`src/rtl/mtp_pkg.sv`:
```
`timescale 1ns / 1ps
`default_nettype none
// ----------------------------------------------------------------------------
// mtp_pkg
// Shared types and constants of the touch event to pointer block: event codes,
// field widths, register indexes, state machine types and control structs.
// ----------------------------------------------------------------------------
package mtp_pkg;

  // field widths
  localparam int EVT_W     = 16;
  localparam int VAL_W     = 32;
  localparam int SIZE_W    = 13;
  localparam int ORIENT_W  = 3;
  localparam int MODE_W    = 5;
  localparam int POS_W     = 17;
  localparam int CFG_IDX_W = 8;

  localparam logic [POS_W-1:0] POS_MAX = {POS_W{1'b1}};

  // event types
  localparam logic [EVT_W-1:0] EVT_SYN = 16'h0000;
  localparam logic [EVT_W-1:0] EVT_KEY = 16'h0001;
  localparam logic [EVT_W-1:0] EVT_ABS = 16'h0003;

  // event codes
  localparam logic [EVT_W-1:0] CODE_ABS_X      = 16'h0000;
  localparam logic [EVT_W-1:0] CODE_ABS_Y      = 16'h0001;
  localparam logic [EVT_W-1:0] CODE_MT_SLOT    = 16'h002F;
  localparam logic [EVT_W-1:0] CODE_MT_POS_X   = 16'h0035;
  localparam logic [EVT_W-1:0] CODE_MT_POS_Y   = 16'h0036;
  localparam logic [EVT_W-1:0] CODE_MT_TRACK   = 16'h0039;
  localparam logic [EVT_W-1:0] CODE_BTN_LEFT   = 16'h0110;
  localparam logic [EVT_W-1:0] CODE_BTN_TOUCH  = 16'h014A;
  localparam logic [EVT_W-1:0] CODE_SYN_REPORT = 16'h0000;

  // configuration register indexes
  localparam logic [CFG_IDX_W-1:0] CFG_X_MIN       = 8'd0;
  localparam logic [CFG_IDX_W-1:0] CFG_X_MAX       = 8'd1;
  localparam logic [CFG_IDX_W-1:0] CFG_Y_MIN       = 8'd2;
  localparam logic [CFG_IDX_W-1:0] CFG_Y_MAX       = 8'd3;
  localparam logic [CFG_IDX_W-1:0] CFG_SCR_WIDTH   = 8'd4;
  localparam logic [CFG_IDX_W-1:0] CFG_SCR_HEIGHT  = 8'd5;
  localparam logic [CFG_IDX_W-1:0] CFG_ORIENTATION = 8'd6;
  localparam logic [CFG_IDX_W-1:0] CFG_TOUCH_MODE  = 8'd7;

  // touch modes
  localparam logic [MODE_W-1:0] MODE_LEGACY = 5'd0;
  localparam logic [MODE_W-1:0] MODE_SLOTTED_MIN = 5'd2;

  // orientation bits
  localparam int OR_SWAP  = 0;
  localparam int OR_INV_X = 1;
  localparam int OR_INV_Y = 2;

  // axis scaler states
  typedef enum logic [1:0] {
    SC_IDLE,
    SC_CHECK,
    SC_MUL,
    SC_DIV
  } sc_state_t;

  // top level sequencer states
  typedef enum logic [1:0] {
    TS_IDLE,
    TS_SCALE,
    TS_SCAN,
    TS_EMIT
  } top_state_t;

  // commands to the slot store
  typedef struct packed {
    logic clear;
    logic legacy;
    logic set_slot;
    logic wr_act_cs;
    logic wr_act_0;
    logic act_val;
    logic wr_x;
    logic wr_y;
    logic scan_start;
  } st_cmd_t;

  // status from the slot store
  typedef struct packed {
    logic done;
    logic found;
  } st_sts_t;

endpackage
`default_nettype wire

```
`src/rtl/mtp_intf.sv`:
```
`timescale 1ns / 1ps
`default_nettype none
// ----------------------------------------------------------------------------
// mtp_intf
// Valid/ready channels of the block: input events, pointer results and
// configuration writes.
// ----------------------------------------------------------------------------

// input event channel
interface mtp_evt_if import mtp_pkg::*; ();
  logic                    valid;
  logic                    ready;
  logic [EVT_W-1:0]        event_type;
  logic [EVT_W-1:0]        event_code;
  logic signed [VAL_W-1:0] event_value;

  modport source (output valid, output event_type, output event_code,
                  output event_value, input ready);
  modport sink   (input valid, input event_type, input event_code,
                  input event_value, output ready);
endinterface

// pointer result channel
interface mtp_ptr_if import mtp_pkg::*; ();
  logic             valid;
  logic             ready;
  logic [POS_W-1:0] pos_x;
  logic [POS_W-1:0] pos_y;
  logic             pressed;

  modport source (output valid, output pos_x, output pos_y, output pressed,
                  input ready);
  modport sink   (input valid, input pos_x, input pos_y, input pressed,
                  output ready);
endinterface

// configuration write channel
interface mtp_cfg_if import mtp_pkg::*; ();
  logic                 valid;
  logic                 ready;
  logic [CFG_IDX_W-1:0] index;
  logic [VAL_W-1:0]     data;

  modport source (output valid, output index, output data, input ready);
  modport sink   (input valid, input index, input data, output ready);
endinterface
`default_nettype wire

```
`src/rtl/mtp_axis_scaler.sv`:
```
`timescale 1ns / 1ps
`default_nettype none
// ----------------------------------------------------------------------------
// mtp_axis_scaler
// Clamps a raw axis value to its range and scales it to screen pixels with
// fraction bits: a bit-serial shift-add multiply followed by a bit-serial
// restoring divide, one bit per cycle each.
// ----------------------------------------------------------------------------
module mtp_axis_scaler import mtp_pkg::*; #(
  parameter int FRAC_BITS = 4
) (
  input  logic                    clk,
  input  logic                    rst_n,
  input  logic                    start,
  input  logic signed [VAL_W-1:0] value,
  input  logic signed [VAL_W-1:0] lo,
  input  logic signed [VAL_W-1:0] hi,
  input  logic [SIZE_W-1:0]       size,
  output logic                    done,
  output logic [POS_W-1:0]        res
);

  localparam int FULL_W = SIZE_W + FRAC_BITS;
  localparam int ACC_W  = VAL_W + FULL_W;
  localparam int CNT_W  = $clog2(FULL_W);
  localparam int EXT_W  = (FULL_W > POS_W) ? FULL_W : POS_W;

  sc_state_t          state_r, state_nxt;
  logic [VAL_W:0]     d_r, d_nxt;
  logic [VAL_W:0]     r_r, r_nxt;
  logic [FULL_W-1:0]  full_r, full_nxt;
  logic [ACC_W-1:0]   acc_r, acc_nxt;
  logic [VAL_W-1:0]   rem_r, rem_nxt;
  logic [FULL_W-1:0]  quo_r, quo_nxt;
  logic [CNT_W-1:0]   cnt_r, cnt_nxt;
  logic               done_r, done_nxt;
  logic [POS_W-1:0]   res_r, res_nxt;

  logic [ACC_W-1:0]   mul_sum;
  logic [VAL_W:0]     trial;
  logic [VAL_W:0]     diff;
  logic               ge;
  logic [FULL_W-1:0]  quo_step;

  // saturate a scaled value to the output width
  function automatic logic [POS_W-1:0] sat_pos(input logic [FULL_W-1:0] v);
    logic [EXT_W-1:0] ext;
    ext = EXT_W'(v);
    if (ext > EXT_W'(POS_MAX)) begin
      return POS_MAX;
    end
    return ext[POS_W-1:0];
  endfunction

  // one multiply step and one divide step
  always_comb begin
    mul_sum  = (acc_r << 1) + (full_r[FULL_W-1] ? ACC_W'(d_r[VAL_W-1:0]) : '0);
    trial    = {rem_r, quo_r[FULL_W-1]};
    diff     = trial - {1'b0, r_r[VAL_W-1:0]};
    ge       = (trial >= {1'b0, r_r[VAL_W-1:0]});
    quo_step = {quo_r[FULL_W-2:0], ge};
  end

  // sequencer
  always_comb begin
    state_nxt = state_r;
    d_nxt     = d_r;
    r_nxt     = r_r;
    full_nxt  = full_r;
    acc_nxt   = acc_r;
    rem_nxt   = rem_r;
    quo_nxt   = quo_r;
    cnt_nxt   = cnt_r;
    done_nxt  = 1'b0;
    res_nxt   = res_r;
    unique case (state_r)
      SC_IDLE: begin
        if (start) begin
          d_nxt     = {value[VAL_W-1], value} - {lo[VAL_W-1], lo};
          r_nxt     = {hi[VAL_W-1], hi} - {lo[VAL_W-1], lo};
          full_nxt  = FULL_W'(size) << FRAC_BITS;
          state_nxt = SC_CHECK;
        end
      end
      SC_CHECK: begin
        if (r_r[VAL_W] || (r_r == '0) || d_r[VAL_W] || (d_r == '0)) begin
          res_nxt   = '0;
          done_nxt  = 1'b1;
          state_nxt = SC_IDLE;
        end else if (d_r >= r_r) begin
          res_nxt   = sat_pos(full_r);
          done_nxt  = 1'b1;
          state_nxt = SC_IDLE;
        end else begin
          acc_nxt   = '0;
          cnt_nxt   = '0;
          state_nxt = SC_MUL;
        end
      end
      SC_MUL: begin
        acc_nxt  = mul_sum;
        full_nxt = full_r << 1;
        cnt_nxt  = cnt_r + CNT_W'(1);
        if (cnt_r == CNT_W'(FULL_W - 1)) begin
          // high part of the product is already below the range
          rem_nxt   = mul_sum[ACC_W-1 -: VAL_W];
          quo_nxt   = mul_sum[FULL_W-1:0];
          cnt_nxt   = '0;
          state_nxt = SC_DIV;
        end
      end
      SC_DIV: begin
        rem_nxt = ge ? diff[VAL_W-1:0] : trial[VAL_W-1:0];
        quo_nxt = quo_step;
        cnt_nxt = cnt_r + CNT_W'(1);
        if (cnt_r == CNT_W'(FULL_W - 1)) begin
          res_nxt   = sat_pos(quo_step);
          done_nxt  = 1'b1;
          state_nxt = SC_IDLE;
        end
      end
      default: state_nxt = SC_IDLE;
    endcase
  end

  // control registers
  always_ff @(posedge clk) begin
    if (!rst_n) begin
      state_r <= SC_IDLE;
      done_r  <= 1'b0;
    end else begin
      state_r <= state_nxt;
      done_r  <= done_nxt;
    end
  end

  // datapath registers
  always_ff @(posedge clk) begin
    d_r    <= d_nxt;
    r_r    <= r_nxt;
    full_r <= full_nxt;
    acc_r  <= acc_nxt;
    rem_r  <= rem_nxt;
    quo_r  <= quo_nxt;
    cnt_r  <= cnt_nxt;
    res_r  <= res_nxt;
  end

  assign done = done_r;
  assign res  = res_r;

endmodule
`default_nettype wire

```
`src/rtl/mtp_slot_store.sv`:
```
`timescale 1ns / 1ps
`default_nettype none
// ----------------------------------------------------------------------------
// mtp_slot_store
// Per-slot contact flags and positions, the current slot pointer, and a serial
// scan that reads out the first active slot's position, or the current slot's.
// ----------------------------------------------------------------------------
module mtp_slot_store import mtp_pkg::*; #(
  parameter int SLOTS = 16
) (
  input  logic                                     clk,
  input  logic                                     rst_n,
  input  st_cmd_t                                  cmd,
  input  logic [((SLOTS > 1) ? $clog2(SLOTS) : 1)-1:0] slot_val,
  input  logic [(($clog2(SLOTS + 1) > MODE_W) ? $clog2(SLOTS + 1) : MODE_W)-1:0]
                                                   slot_cnt,
  input  logic [POS_W-1:0]                         pos,
  output st_sts_t                                  sts,
  output logic [POS_W-1:0]                         rd_x,
  output logic [POS_W-1:0]                         rd_y
);

  localparam int SW   = (SLOTS > 1) ? $clog2(SLOTS) : 1;
  localparam int SC_W = ($clog2(SLOTS + 1) > MODE_W) ? $clog2(SLOTS + 1) : MODE_W;

  logic [SW-1:0]    cur_r, cur_nxt;
  logic [SLOTS-1:0] act_r, act_nxt;
  logic [SLOTS-1:0] xv_r, xv_nxt;
  logic [SLOTS-1:0] yv_r, yv_nxt;
  logic [POS_W-1:0] x_r [SLOTS];
  logic [POS_W-1:0] y_r [SLOTS];

  logic             busy_r, busy_nxt;
  logic             rdp_r, rdp_nxt;
  logic [SW-1:0]    idx_r, idx_nxt;
  logic [SW-1:0]    rs_r, rs_nxt;
  logic             found_r, found_nxt;
  logic             done_r;
  logic [POS_W-1:0] rd_x_r, rd_y_r;
  logic             scan_last;

  assign scan_last = ((SC_W'(idx_r) + SC_W'(1)) == slot_cnt);

  // slot pointer, flags and valid bits
  always_comb begin
    cur_nxt = cur_r;
    act_nxt = act_r;
    xv_nxt  = xv_r;
    yv_nxt  = yv_r;
    if (cmd.clear) begin
      cur_nxt    = '0;
      act_nxt    = '0;
      act_nxt[0] = cmd.legacy;
      xv_nxt     = '0;
      yv_nxt     = '0;
    end else begin
      if (cmd.set_slot) begin
        cur_nxt = slot_val;
      end
      if (cmd.wr_act_cs) begin
        act_nxt[cur_r] = cmd.act_val;
      end else if (cmd.wr_act_0) begin
        act_nxt[0] = cmd.act_val;
      end
      if (cmd.wr_x) begin
        xv_nxt[cur_r] = 1'b1;
      end
      if (cmd.wr_y) begin
        yv_nxt[cur_r] = 1'b1;
      end
    end
  end

  // first active slot scan, one slot per cycle
  always_comb begin
    busy_nxt  = busy_r;
    rdp_nxt   = 1'b0;
    idx_nxt   = idx_r;
    rs_nxt    = rs_r;
    found_nxt = found_r;
    if (cmd.scan_start) begin
      busy_nxt = 1'b1;
      idx_nxt  = '0;
    end else if (busy_r) begin
      if (act_r[idx_r]) begin
        rs_nxt    = idx_r;
        found_nxt = 1'b1;
        busy_nxt  = 1'b0;
        rdp_nxt   = 1'b1;
      end else if (scan_last) begin
        rs_nxt    = cur_r;
        found_nxt = 1'b0;
        busy_nxt  = 1'b0;
        rdp_nxt   = 1'b1;
      end else begin
        idx_nxt = idx_r + SW'(1);
      end
    end
  end

  // control registers
  always_ff @(posedge clk) begin
    if (!rst_n) begin
      cur_r   <= '0;
      act_r   <= '0;
      xv_r    <= '0;
      yv_r    <= '0;
      busy_r  <= 1'b0;
      rdp_r   <= 1'b0;
      done_r  <= 1'b0;
      found_r <= 1'b0;
    end else begin
      cur_r   <= cur_nxt;
      act_r   <= act_nxt;
      xv_r    <= xv_nxt;
      yv_r    <= yv_nxt;
      busy_r  <= busy_nxt;
      rdp_r   <= rdp_nxt;
      done_r  <= rdp_r;
      found_r <= found_nxt;
    end
  end

  // position arrays, an entry without its valid bit reads as zero
  always_ff @(posedge clk) begin
    if (cmd.wr_x) begin
      x_r[cur_r] <= pos;
    end
    if (cmd.wr_y) begin
      y_r[cur_r] <= pos;
    end
    idx_r <= idx_nxt;
    rs_r  <= rs_nxt;
    if (rdp_r) begin
      rd_x_r <= xv_r[rs_r] ? x_r[rs_r] : '0;
      rd_y_r <= yv_r[rs_r] ? y_r[rs_r] : '0;
    end
  end

  assign sts.done  = done_r;
  assign sts.found = found_r;
  assign rd_x      = rd_x_r;
  assign rd_y      = rd_y_r;

endmodule
`default_nettype wire

```
`src/rtl/multitouch_event_to_pointer_unit.sv`:
```
`timescale 1ns / 1ps
`default_nettype none
// ----------------------------------------------------------------------------
// multitouch_event_to_pointer_unit
// Turns touch input events into a single pointer with position and press
// state, one pointer item on each sync report.
//
//   channel  dir  handshake     payload
//   in_ch    in   valid/ready   event_type, event_code, event_value
//   out_ch   out  valid/ready   pos_x, pos_y, pressed
//   cfg_ch   in   valid/ready   index, data (always ready)
//
// Axis items go through the multiply and divide of the bit-serial scaler; a
// value at or past either end of the range, or an empty range, skips both.
// A sync report runs the slot scan, read and emit, plus any wait for the
// output register to free up. All other items are taken in the idle state
// without a stall. Synchronous active-low reset; a touch mode write clears
// the slot store.
// ----------------------------------------------------------------------------
module multitouch_event_to_pointer_unit import mtp_pkg::*; #(
  parameter int SLOTS     = 16,
  parameter int FRAC_BITS = 4
) (
  input  logic       clk,
  input  logic       rst_n,
  mtp_evt_if.sink    in_ch,
  mtp_ptr_if.source  out_ch,
  mtp_cfg_if.sink    cfg_ch
);

  localparam int SW    = (SLOTS > 1) ? $clog2(SLOTS) : 1;
  localparam int SC_W  = ($clog2(SLOTS + 1) > MODE_W) ? $clog2(SLOTS + 1) : MODE_W;
  localparam int FULL_W = SIZE_W + FRAC_BITS;
  localparam int INV_W = ((FULL_W > POS_W) ? FULL_W : POS_W) + 1;

  // configuration registers
  logic signed [VAL_W-1:0] x_min_r, x_max_r, y_min_r, y_max_r;
  logic [SIZE_W-1:0]       width_r, height_r;
  logic [ORIENT_W-1:0]     orient_r;
  logic [MODE_W-1:0]       mode_r;

  top_state_t        state_r, state_nxt;
  logic              axis_y_r, axis_y_nxt;
  logic              button_r, button_nxt;
  logic              out_valid_r, out_valid_nxt;
  logic [POS_W-1:0]  out_x_r, out_x_nxt;
  logic [POS_W-1:0]  out_y_r, out_y_nxt;
  logic              out_p_r, out_p_nxt;

  logic              cfg_we;
  logic              mode_we;
  logic              has_slots;
  logic [EVT_W-1:0]  xcode, ycode;
  logic [SC_W-1:0]   slot_cnt;
  logic [SC_W-1:0]   mode_less1;
  logic              slot_ok;
  logic              val_nonneg;
  logic              val_nz;
  logic              swap;

  st_cmd_t           st_cmd;
  st_sts_t           st_sts;
  logic [POS_W-1:0]  rd_x, rd_y;

  logic              sc_start;
  logic              sc_done;
  logic [POS_W-1:0]  sc_res;
  logic              use_height;
  logic [POS_W-1:0]  px, py;

  // mirror a position against the screen edge, clamped at zero
  function automatic logic [POS_W-1:0] inv_pos(input logic [SIZE_W-1:0] sz,
                                               input logic [POS_W-1:0]  p);
    logic [INV_W-1:0] full;
    logic [INV_W-1:0] pe;
    logic [INV_W-1:0] d;
    full = INV_W'(sz) << FRAC_BITS;
    pe   = INV_W'(p);
    d    = full - pe;
    if (pe > full) begin
      return '0;
    end
    return d[POS_W-1:0];
  endfunction

  assign cfg_ch.ready = 1'b1;
  assign cfg_we       = cfg_ch.valid;
  assign mode_we      = cfg_we && (cfg_ch.index == CFG_TOUCH_MODE);

  // register file
  always_ff @(posedge clk) begin
    if (!rst_n) begin
      x_min_r  <= '0;
      x_max_r  <= 32'sd4095;
      y_min_r  <= '0;
      y_max_r  <= 32'sd4095;
      width_r  <= 13'd1080;
      height_r <= 13'd2400;
      orient_r <= '0;
      mode_r   <= 5'd17;
    end else if (cfg_we) begin
      unique case (cfg_ch.index)
        CFG_X_MIN:       x_min_r  <= cfg_ch.data;
        CFG_X_MAX:       x_max_r  <= cfg_ch.data;
        CFG_Y_MIN:       y_min_r  <= cfg_ch.data;
        CFG_Y_MAX:       y_max_r  <= cfg_ch.data;
        CFG_SCR_WIDTH:   width_r  <= cfg_ch.data[SIZE_W-1:0];
        CFG_SCR_HEIGHT:  height_r <= cfg_ch.data[SIZE_W-1:0];
        CFG_ORIENTATION: orient_r <= cfg_ch.data[ORIENT_W-1:0];
        CFG_TOUCH_MODE:  mode_r   <= cfg_ch.data[MODE_W-1:0];
        default: ;
      endcase
    end
  end

  // mode-derived decode values
  always_comb begin
    has_slots  = (mode_r >= MODE_SLOTTED_MIN);
    xcode      = (mode_r == MODE_LEGACY) ? CODE_ABS_X : CODE_MT_POS_X;
    ycode      = (mode_r == MODE_LEGACY) ? CODE_ABS_Y : CODE_MT_POS_Y;
    mode_less1 = SC_W'(mode_r) - SC_W'(1);
    if (!has_slots) begin
      slot_cnt = SC_W'(1);
    end else if (mode_less1 > SC_W'(SLOTS)) begin
      slot_cnt = SC_W'(SLOTS);
    end else begin
      slot_cnt = mode_less1;
    end
    val_nonneg = !in_ch.event_value[VAL_W-1];
    val_nz     = |in_ch.event_value;
    slot_ok    = val_nonneg &&
                 (in_ch.event_value[VAL_W-2:0] < (VAL_W-1)'(slot_cnt));
    swap       = orient_r[OR_SWAP];
    use_height = axis_y_nxt ^ swap;
  end

  // pointer orientation on the read slot
  always_comb begin
    px = swap ? rd_y : rd_x;
    py = swap ? rd_x : rd_y;
    if (orient_r[OR_INV_X]) begin
      px = inv_pos(width_r, px);
    end
    if (orient_r[OR_INV_Y]) begin
      py = inv_pos(height_r, py);
    end
  end

  // item sequencer
  always_comb begin
    state_nxt     = state_r;
    axis_y_nxt    = axis_y_r;
    button_nxt    = button_r;
    out_valid_nxt = out_valid_r;
    out_x_nxt     = out_x_r;
    out_y_nxt     = out_y_r;
    out_p_nxt     = out_p_r;
    sc_start      = 1'b0;
    st_cmd        = '0;
    st_cmd.clear  = mode_we;
    st_cmd.legacy = (cfg_ch.data[MODE_W-1:0] == MODE_LEGACY);

    if (out_valid_r && out_ch.ready) begin
      out_valid_nxt = 1'b0;
    end

    unique case (state_r)
      TS_IDLE: begin
        if (in_ch.valid) begin
          if (in_ch.event_type == EVT_ABS) begin
            if ((in_ch.event_code == CODE_MT_SLOT) && has_slots) begin
              st_cmd.set_slot = slot_ok;
            end else if ((in_ch.event_code == CODE_MT_TRACK) && has_slots) begin
              st_cmd.wr_act_cs = 1'b1;
              st_cmd.act_val   = val_nonneg;
            end else if (in_ch.event_code == xcode) begin
              sc_start   = 1'b1;
              axis_y_nxt = 1'b0;
              state_nxt  = TS_SCALE;
            end else if (in_ch.event_code == ycode) begin
              sc_start   = 1'b1;
              axis_y_nxt = 1'b1;
              state_nxt  = TS_SCALE;
            end else if (in_ch.event_code == CODE_MT_TRACK) begin
              st_cmd.wr_act_0 = 1'b1;
              st_cmd.act_val  = val_nonneg;
            end
          end else if ((in_ch.event_type == EVT_KEY) &&
                       ((in_ch.event_code == CODE_BTN_TOUCH) ||
                        (in_ch.event_code == CODE_BTN_LEFT))) begin
            button_nxt = val_nz;
            if (!has_slots) begin
              st_cmd.wr_act_0 = 1'b1;
              st_cmd.act_val  = val_nz;
            end
          end else if ((in_ch.event_type == EVT_SYN) &&
                       (in_ch.event_code == CODE_SYN_REPORT)) begin
            st_cmd.scan_start = 1'b1;
            state_nxt         = TS_SCAN;
          end
        end
      end
      TS_SCALE: begin
        if (sc_done) begin
          st_cmd.wr_x = !axis_y_r;
          st_cmd.wr_y = axis_y_r;
          state_nxt   = TS_IDLE;
        end
      end
      TS_SCAN: begin
        if (st_sts.done) begin
          state_nxt = TS_EMIT;
        end
      end
      TS_EMIT: begin
        if (!out_valid_r || out_ch.ready) begin
          out_valid_nxt = 1'b1;
          out_x_nxt     = px;
          out_y_nxt     = py;
          out_p_nxt     = st_sts.found || button_r;
          state_nxt     = TS_IDLE;
        end
      end
      default: state_nxt = TS_IDLE;
    endcase

    if (mode_we) begin
      button_nxt = 1'b0;
    end
  end

  // control registers
  always_ff @(posedge clk) begin
    if (!rst_n) begin
      state_r     <= TS_IDLE;
      button_r    <= 1'b0;
      out_valid_r <= 1'b0;
    end else begin
      state_r     <= state_nxt;
      button_r    <= button_nxt;
      out_valid_r <= out_valid_nxt;
    end
  end

  // payload registers
  always_ff @(posedge clk) begin
    axis_y_r <= axis_y_nxt;
    out_x_r  <= out_x_nxt;
    out_y_r  <= out_y_nxt;
    out_p_r  <= out_p_nxt;
  end

  assign in_ch.ready    = (state_r == TS_IDLE);
  assign out_ch.valid   = out_valid_r;
  assign out_ch.pos_x   = out_x_r;
  assign out_ch.pos_y   = out_y_r;
  assign out_ch.pressed = out_p_r;

  // bit-serial axis scaler
  mtp_axis_scaler #(
    .FRAC_BITS (FRAC_BITS)
  ) u_scaler (
    .clk   (clk),
    .rst_n (rst_n),
    .start (sc_start),
    .value (in_ch.event_value),
    .lo    (axis_y_nxt ? y_min_r : x_min_r),
    .hi    (axis_y_nxt ? y_max_r : x_max_r),
    .size  (use_height ? height_r : width_r),
    .done  (sc_done),
    .res   (sc_res)
  );

  // slot store with serial scan
  mtp_slot_store #(
    .SLOTS (SLOTS)
  ) u_store (
    .clk      (clk),
    .rst_n    (rst_n),
    .cmd      (st_cmd),
    .slot_val (in_ch.event_value[SW-1:0]),
    .slot_cnt (slot_cnt),
    .pos      (sc_res),
    .sts      (st_sts),
    .rd_x     (rd_x),
    .rd_y     (rd_y)
  );

endmodule
`default_nettype wire
```
`src/flat_wrapper.sv`:
```
// flat-port wrapper written by rule: the top's interface ports become plain ports
module multitouch_event_to_pointer_unit_flat import mtp_pkg::*;
#(
  parameter int SLOTS     = 16,
  parameter int FRAC_BITS = 4
)
  (clk, rst_n, in_ch_valid, in_ch_event_type, in_ch_event_code, in_ch_event_value, in_ch_ready, out_ch_valid, out_ch_pos_x, out_ch_pos_y, out_ch_pressed, out_ch_ready, cfg_ch_valid, cfg_ch_index, cfg_ch_data, cfg_ch_ready);
  mtp_evt_if in_ch_i ();
  mtp_ptr_if out_ch_i ();
  mtp_cfg_if cfg_ch_i ();
  input  logic clk;
  input  logic rst_n;
  input wire logic [$bits(in_ch_i.valid)-1:0] in_ch_valid;
  input wire logic [$bits(in_ch_i.event_type)-1:0] in_ch_event_type;
  input wire logic [$bits(in_ch_i.event_code)-1:0] in_ch_event_code;
  input wire logic [$bits(in_ch_i.event_value)-1:0] in_ch_event_value;
  output wire logic [$bits(in_ch_i.ready)-1:0] in_ch_ready;
  output wire logic [$bits(out_ch_i.valid)-1:0] out_ch_valid;
  output wire logic [$bits(out_ch_i.pos_x)-1:0] out_ch_pos_x;
  output wire logic [$bits(out_ch_i.pos_y)-1:0] out_ch_pos_y;
  output wire logic [$bits(out_ch_i.pressed)-1:0] out_ch_pressed;
  input wire logic [$bits(out_ch_i.ready)-1:0] out_ch_ready;
  input wire logic [$bits(cfg_ch_i.valid)-1:0] cfg_ch_valid;
  input wire logic [$bits(cfg_ch_i.index)-1:0] cfg_ch_index;
  input wire logic [$bits(cfg_ch_i.data)-1:0] cfg_ch_data;
  output wire logic [$bits(cfg_ch_i.ready)-1:0] cfg_ch_ready;
  assign in_ch_i.valid = in_ch_valid;
  assign in_ch_i.event_type = in_ch_event_type;
  assign in_ch_i.event_code = in_ch_event_code;
  assign in_ch_i.event_value = in_ch_event_value;
  assign in_ch_ready = in_ch_i.ready;
  assign out_ch_valid = out_ch_i.valid;
  assign out_ch_pos_x = out_ch_i.pos_x;
  assign out_ch_pos_y = out_ch_i.pos_y;
  assign out_ch_pressed = out_ch_i.pressed;
  assign out_ch_i.ready = out_ch_ready;
  assign cfg_ch_i.valid = cfg_ch_valid;
  assign cfg_ch_i.index = cfg_ch_index;
  assign cfg_ch_i.data = cfg_ch_data;
  assign cfg_ch_ready = cfg_ch_i.ready;
  multitouch_event_to_pointer_unit #(.SLOTS(SLOTS), .FRAC_BITS(FRAC_BITS)) u_core (.clk(clk), .rst_n(rst_n), .in_ch(in_ch_i), .out_ch(out_ch_i), .cfg_ch(cfg_ch_i));
endmodule
```
`config.mk`:
```
export PLATFORM = sky130hd
export DESIGN_NAME = multitouch_event_to_pointer_unit_flat
export DESIGN_NICKNAME = d
export VERILOG_FILES = /design/src/rtl/mtp_pkg.sv /design/src/rtl/mtp_intf.sv /design/src/rtl/mtp_axis_scaler.sv /design/src/rtl/mtp_slot_store.sv /design/src/rtl/multitouch_event_to_pointer_unit.sv /design/src/flat_wrapper.sv
export SDC_FILE = /design/constraint.sdc
export NUM_CORES = 2
export LEC_CHECK = 0
export BUFFER_PORTS_ARGS = -buffer_cell sky130_fd_sc_hd__buf_2
export CAP_MARGIN = 20
export CELL_PAD_IN_SITES_DETAIL_PLACEMENT = 0
export CELL_PAD_IN_SITES_GLOBAL_PLACEMENT = 1
export CORE_ASPECT_RATIO = 1.5
export CORE_MARGIN = 1.5
export CORE_UTILIZATION = 45
export CTS_CLUSTER_DIAMETER = 150
export DETAILED_ROUTE_END_ITERATION = 7
export PLACE_DENSITY = 0.73
export SYNTH_ARGS = -nofsm -noshare
export SYNTH_HDL_FRONTEND = slang
export SYNTH_SLANG_ARGS = --single-unit
```
`constraint.sdc`:
```
create_clock -name clk -period 9.8 [get_ports clk]
set_input_delay 0.98 -clock clk [delete_from_list [all_inputs] [get_ports clk]]
set_output_delay 0.98 -clock clk [all_outputs]
set_load 0.02 [all_outputs]
```
Word-level counts from Yosys, hierarchy flattened
Memory sizes are Yosys's and may differ from the RTL's. A register that Yosys moved wholly into a read port is not among the register bits.
Index checks and enable logic that the tools add are counted.
Storage, ports and cells
  flip-flop bits (word level): 471
  bits in latches: 0
  RAM bits: 544
  memory bits (read-only): 0
  output and inout port bits: 38
  memories kept: 2
Operators by class
  $add $sub $neg: 10
  $mul: 0
  div/mod/pow operators: 0
  order comparisons: 13
  eq/ne operators: 38
  shifts and indexed selects: 0
  mux-type cells: 135
  bitwise logic cells: 9
  reduce and logical (&&, ||, !) cells: 58
Memory list
  u_core.u_store.x_r: depth 16, bits a word 17, rd ports 1, clocked after memory_dff 1, wr ports 1, RTL line mtp_slot_store.sv:30  | logic [POS_W-1:0] x_r [SLOTS];
  u_core.u_store.y_r: depth 16, bits a word 17, rd ports 1, clocked after memory_dff 1, wr ports 1, RTL line mtp_slot_store.sv:31  | logic [POS_W-1:0] y_r [SLOTS];
Operator list (count)
  17-bit 2-to-1 mux: 17
  32-bit 2-to-1 mux: 5
  17-bit case mux with 2 select lines: 3
  48-bit 2-to-1 mux: 2
  48-bit case mux with 2 select lines: 1
  33-bit zero test: 2
  32-bit by 32-bit subtractor with 33-bit output: 2
  32-bit case mux with 2 select lines: 1
  1-bit 2-to-1 mux: 59
  2-bit 2-to-1 mux: 25
  49-bit by 32-bit adder with 49-bit output: 1
  17-bit > comparator: 2
  17-bit > comparator (second input constant): 2
  17-bit subtractor: 2
  33-bit by 32-bit >= comparator with 1-bit output: 1
  33-bit >= comparator: 1
  16-bit == test: 2
  16-bit by 6-bit == test with 1-bit output (second input constant): 2
  16-bit by 9-bit == test with 1-bit output (second input constant): 2
  8-bit by 3-bit == test with 1-bit output (second input constant): 4
  16-bit zero test: 2
  16-bit bitwise OR: 2
  32-bit OR reduction: 1
  32-bit subtractor: 1
  50 further kinds: 121

Longest topological paths before layout
  depth in word-level cells: 14
  mapped depth: 28

By module
Synthesis repeated with hierarchy kept, for this count alone.
Unflattened totals
  cell total of the unflattened synthesis: 4085
  area total of the unflattened synthesis: 51037.7 um2
Modules (own cells, without submodules)
  mtp_slot_store: instances 1, cells each 1159, area each 24656.1 um2
  mtp_axis_scaler: instances 1, cells each 1624, area each 15319.7 um2
  multitouch_event_to_pointer_unit: instances 1, cells each 1302, area each 11061.9 um2

Least setup slack after synthesis
No wires, ideal clock.
  path kind: input-to-reg
  from: in in_ch_event_code[13]
  to: reg u_core.u_scaler.d_r[0], enable pin
  library setup time: 0.571 ns
  arrival time: 6.570 ns
  data required time: 9.229 ns
  slack: 2.659 ns
  stages on the path: 5
  path buffers: 0
  path through: or4_4 nor3_2 and2_1 nand3_1 nor3_1
Between the ends
  cells in the longest elaborated chain, start to end: 9
  elaborated cells between the ends (all ways): 14
  classes of those cells: eq/ne: 4; mux: 7; reduce/logical: 3
RTL lines
  start, declared: RTL line flat_wrapper.sv:15  | input wire logic [$bits(in_ch_i.event_code)-1:0] in_ch_event_code;
  16-bit == test: RTL line multitouch_event_to_pointer_unit.sv:180  | end else if (in_ch.event_code == ycode) begin
  1-bit 2-to-1 mux: RTL line multitouch_event_to_pointer_unit.sv:180
  1-bit 2-to-1 mux: RTL line multitouch_event_to_pointer_unit.sv:176  | end else if (in_ch.event_code == xcode) begin
  1-bit 2-to-1 mux: RTL line multitouch_event_to_pointer_unit.sv:173  | end else if ((in_ch.event_code == CODE_MT_TRACK) && has_slots) begin
  1-bit 2-to-1 mux (*): RTL line multitouch_event_to_pointer_unit.sv:171  | if ((in_ch.event_code == CODE_MT_SLOT) && has_slots) begin
  1-bit 2-to-1 mux (*): RTL line multitouch_event_to_pointer_unit.sv:170  | if (in_ch.event_type == EVT_ABS) begin
  1-bit 2-to-1 mux (*): RTL line multitouch_event_to_pointer_unit.sv:169  | if (in_ch.valid) begin
  1-bit 2-to-1 mux (*): RTL line multitouch_event_to_pointer_unit.sv:167  | unique case (state_r)
  2-bit AND reduction (no source line) (*)
  end signal, assigned: RTL line mtp_axis_scaler.sv:139  | d_r <= d_nxt;
  end, declared: RTL line mtp_axis_scaler.sv:29  | logic [VAL_W:0] d_r, d_nxt;
Every way passes the cells marked *; elsewhere a longest branch is shown, timed or not.
A chain may end at the register's enable or synchronous reset.

Final worst setup path
  from: reg u_core.mode_r[0]
  to: reg u_core.u_scaler.r_r[31], data pin
Between the ends
  cells in the longest elaborated chain, start to end: 12
  elaborated cells between the ends (all ways): 18
  classes of those cells: add/sub: 1; order compare: 1; eq/ne: 2; mux: 11; reduce/logical: 3
RTL lines
  start, declared: RTL line multitouch_event_to_pointer_unit.sv:40  | logic [MODE_W-1:0] mode_r;
  start signal, assigned: RTL line multitouch_event_to_pointer_unit.sv:110  | CFG_TOUCH_MODE: mode_r <= cfg_ch.data[MODE_W-1:0];
  5-bit zero test: RTL line multitouch_event_to_pointer_unit.sv:119, multitouch_event_to_pointer_unit.sv:120
  6-bit 2-to-1 mux: RTL line multitouch_event_to_pointer_unit.sv:120  | ycode = (mode_r == MODE_LEGACY) ? CODE_ABS_Y : CODE_MT_POS_Y;
  16-bit == test: RTL line multitouch_event_to_pointer_unit.sv:180
  1-bit 2-to-1 mux: RTL line multitouch_event_to_pointer_unit.sv:180
  1-bit 2-to-1 mux: RTL line multitouch_event_to_pointer_unit.sv:176
  1-bit 2-to-1 mux: RTL line multitouch_event_to_pointer_unit.sv:173
  1-bit 2-to-1 mux (*): RTL line multitouch_event_to_pointer_unit.sv:171
  1-bit 2-to-1 mux (*): RTL line multitouch_event_to_pointer_unit.sv:170
  1-bit 2-to-1 mux (*): RTL line multitouch_event_to_pointer_unit.sv:169
  1-bit 2-to-1 mux (*): RTL line multitouch_event_to_pointer_unit.sv:167
  32-bit 2-to-1 mux, on equally long branches: RTL line multitouch_event_to_pointer_unit.sv:268, multitouch_event_to_pointer_unit.sv:267
  32-bit by 32-bit subtractor with 33-bit output (*): RTL line mtp_axis_scaler.sv:80  | r_nxt = {hi[VAL_W-1], hi} - {lo[VAL_W-1], lo};
  end signal, assigned: RTL line mtp_axis_scaler.sv:140  | r_r <= r_nxt;
  end, declared: RTL line mtp_axis_scaler.sv:30  | logic [VAL_W:0] r_r, r_nxt;
Marks and branches as above.

==> metrics.txt <==
Post-synth EDFFs=815; Ports=147; Max-Cap Viols=0; Root Buffer=clkbuf_16; Longest Clk Path Bufs=3; hold_ws=0.454 ns; Async S/R FF share, synth=0%; worst-path fanout max=35; fin crit share=64.6%; Syn Nets=4440; worst rel slew slack=24.5%; CTS resizes=0; Synth top area share=48.2%; post-synthesis sequential area ratio=57.2%; Die Y=415 um; Worst Max-Slew Pin Slew=1.13 ns; arrival time at the worst endpoint=6.79 ns; clock slew at reported path FFs=0.07 ns; initial DRC count=2595; reg2reg setup slack=3.47 ns; row cnt=150; Synth Register Bits=1045; final WL=145000 um; drt first pass iters=5; leading cell type by number of instances after synthesis=edfxtp_1; Final HPWL DP=102000 um; clk sinks=1045; synth cell count leaders=edfxtp_1 (815), nand2_1 (565), nor2_1 (318); Fin. Hold Viols=0; Clock Skew=0.0314 ns; Post-layout nets=4553; setup violators final=0; Tightest Hold Check Type=flip-flop to flip-flop; first-pass GRT wire length=214000 um; CP Launch Type=flip-flop; Remaining DRCs=0; fin crit period=6.33 ns; share of layout cells above drive strength 1=14.6%; initial antenna violation count=10; Sum Neg Setup Slack=0 ns; Inserted Clock Buffers=99; Vias=33.6k; pin count of the biggest net entering global routing=120; Post-CTS Hold Buffers=0; initial core utilization=45.5%; post-synthesis cell type count=99; unrepaired setup endpoints after global routing=no; DR vias/cell=5.79; Core ar.=112000 um^2; grt ovf=0; post-CTS setup buffers=0; Routed Antenna Nets=0; crit end category=flip-flop; largest cells by area after synthesis=edfxtp_1 (48%), dfxtp_1 (9.1%), mux4_2 (8.1%); synthesized area=50800 um^2; IO buf count=145; area grow syn2layout=11.8%; die width=277 um; clk_lat worst skew=0.72 ns; H-Tree Level Count=3; die area=115000 um^2; Pins Over Slew Limit=0; CTS tree=done; area leader, netlist=edfxtp_1; Crit Path Class=flip-flop to flip-flop; synth warn=0; ratio of total power to cell area=157 nW/um^2; RePlAce Congestion=0.945; ys flop type=edfxtp_1; Leakage=19.9 nW; Avg Synthesized Cell Area=12.3 um^2; Total GRT Usage=25.0%; vias in the first global route=33.9k; status=finished, final reports clean; Mapped Cells=4149; worst endpoint required time=10.25 ns; FMAX=0.158 GHz; worst vdd ir=0.196 mV; WL/cell=25.0 um
## metal layers
layer  up-vias  part of all wire, %  wire length, um  global-route usage (%)
li1      15600                    -                -                       -
met1     16700                   37            53200                    27.7
met2       945                   54            77500                    46.8
met3       277                  4.7             6820                    3.17
met4         4                  4.9             7130                    11.9
met5         -                0.020               29                       0
## final cells by class
type / instances / area (um^2)
clock inverters: 64 / 731
clock buffers: 122 / 2690
well taps: 1444 / 1810
repair buffers: 199 / 1220
fillers: 9698 / 54900
inverters: 115 / 437
flip-flops and latches: 1045 / 29100
multi-input cells: 2802 / 20800
diodes: 4 / 10.0
## through the flow
stage	instance area (um^2)	cells	total power (W)	setup slack [ns]	utilization, %
final	56800	5795	0.00894	3.47	50.9
after global routing	56800	5791	0.00916	2.82	50.9
after CTS	56700	5787	0.00899	3.53	50.8
after detailed placement	53300	5601	0.00497	3.05	47.7
after global placement	53300	5600	0.00497	3.14	47.7
after floorplan	50800	4149	0.00490	2.66	-
## sequential cells by signal, summed over array words and instances, names as in the netlist, 33 cells and up, named ones only
register and flops:
u_core.u_store.x_r 272, u_core.u_scaler.acc_r 48, u_core.u_store.y_r 272, u_core.u_scaler.d_r 33, u_core.u_scaler.r_r 33
## logic make-up after synthesis
| group | after synthesis | synth area share (%) |
|---|---|---|
| and+or+nand+nor | 1367 | 12.4 |
| adders and majority gates | 198 | 4.83 |
| DFF | 1045 | 57.2 |
| muxes | 349 | 11.4 |
| buffers and inverters | 302 | 2.31 |
| AOI/OAI and AO/OA | 706 | 8.69 |
| other | 1 | 0.00738 |
| xor gates and xnor gates | 181 | 3.12 |
## critical path, stage by stage, from the launching register on
cell and delay (ns):
dfxtp_1 0.37, inv_1 0.13, ha_1 0.16, nor4b_4 0.38
mux2i_1 0.35, nand4_2 0.24, o21ai_4 0.55, nand2_2 0.15
inv_4 0.42, mux2i_1 0.15, ha_1 0.24, o32ai_1 0.65
a2111oi_4 0.17, nor3b_1 0.48, a2111o_1 0.37, o311ai_4 0.12
a311oi_1 0.48, a221oi_2 0.20, o21ai_1 0.22, a21oi_2 0.09
xnor2_1 0.13
## power breakdown
| group | internal [W] | leakage, nW | switching (W) |
|---|---|---|---|
| logic | 0.0000566 | 9.11 | 0.000109 |
| registers | 0.00471 | 9.15 | 0.000000966 |
| clock network | 0.00230 | 1.67 | 0.00175 |
| total | 0.00707 | 19.9 | 0.00186 |
## cell usage in the layout (no fill, tap or decap), drive strengths merged, types with 45 or more instances in the layout
cell      n
dfxtp   230
ha      180
buf     199
and2     49
clkbuf  122
xnor2   126
nor2    318
nor2b    77
mux2i   158
o21ai   140
xor2     55
a21o     63
a21oi   281
edfxtp  815
nand2   567
nand2b   45
mux4    182
nand3    91
inv     120
## path summary, 6_finish.rpt
kind / to / startpoint / cells past startpoint
worst max-delay path: u_core.u_scaler.r_r[31] / u_core.mode_r[0] / 20
worst min-delay path: u_core.x_min_r[9] / u_core.x_min_r[9] / 2
worst max register to register: u_core.u_scaler.r_r[31] / u_core.mode_r[0] / 20
worst min register to register: u_core.x_min_r[9] / u_core.x_min_r[9] / 2
No activity file was read; power rests on OpenSTA's default activity.
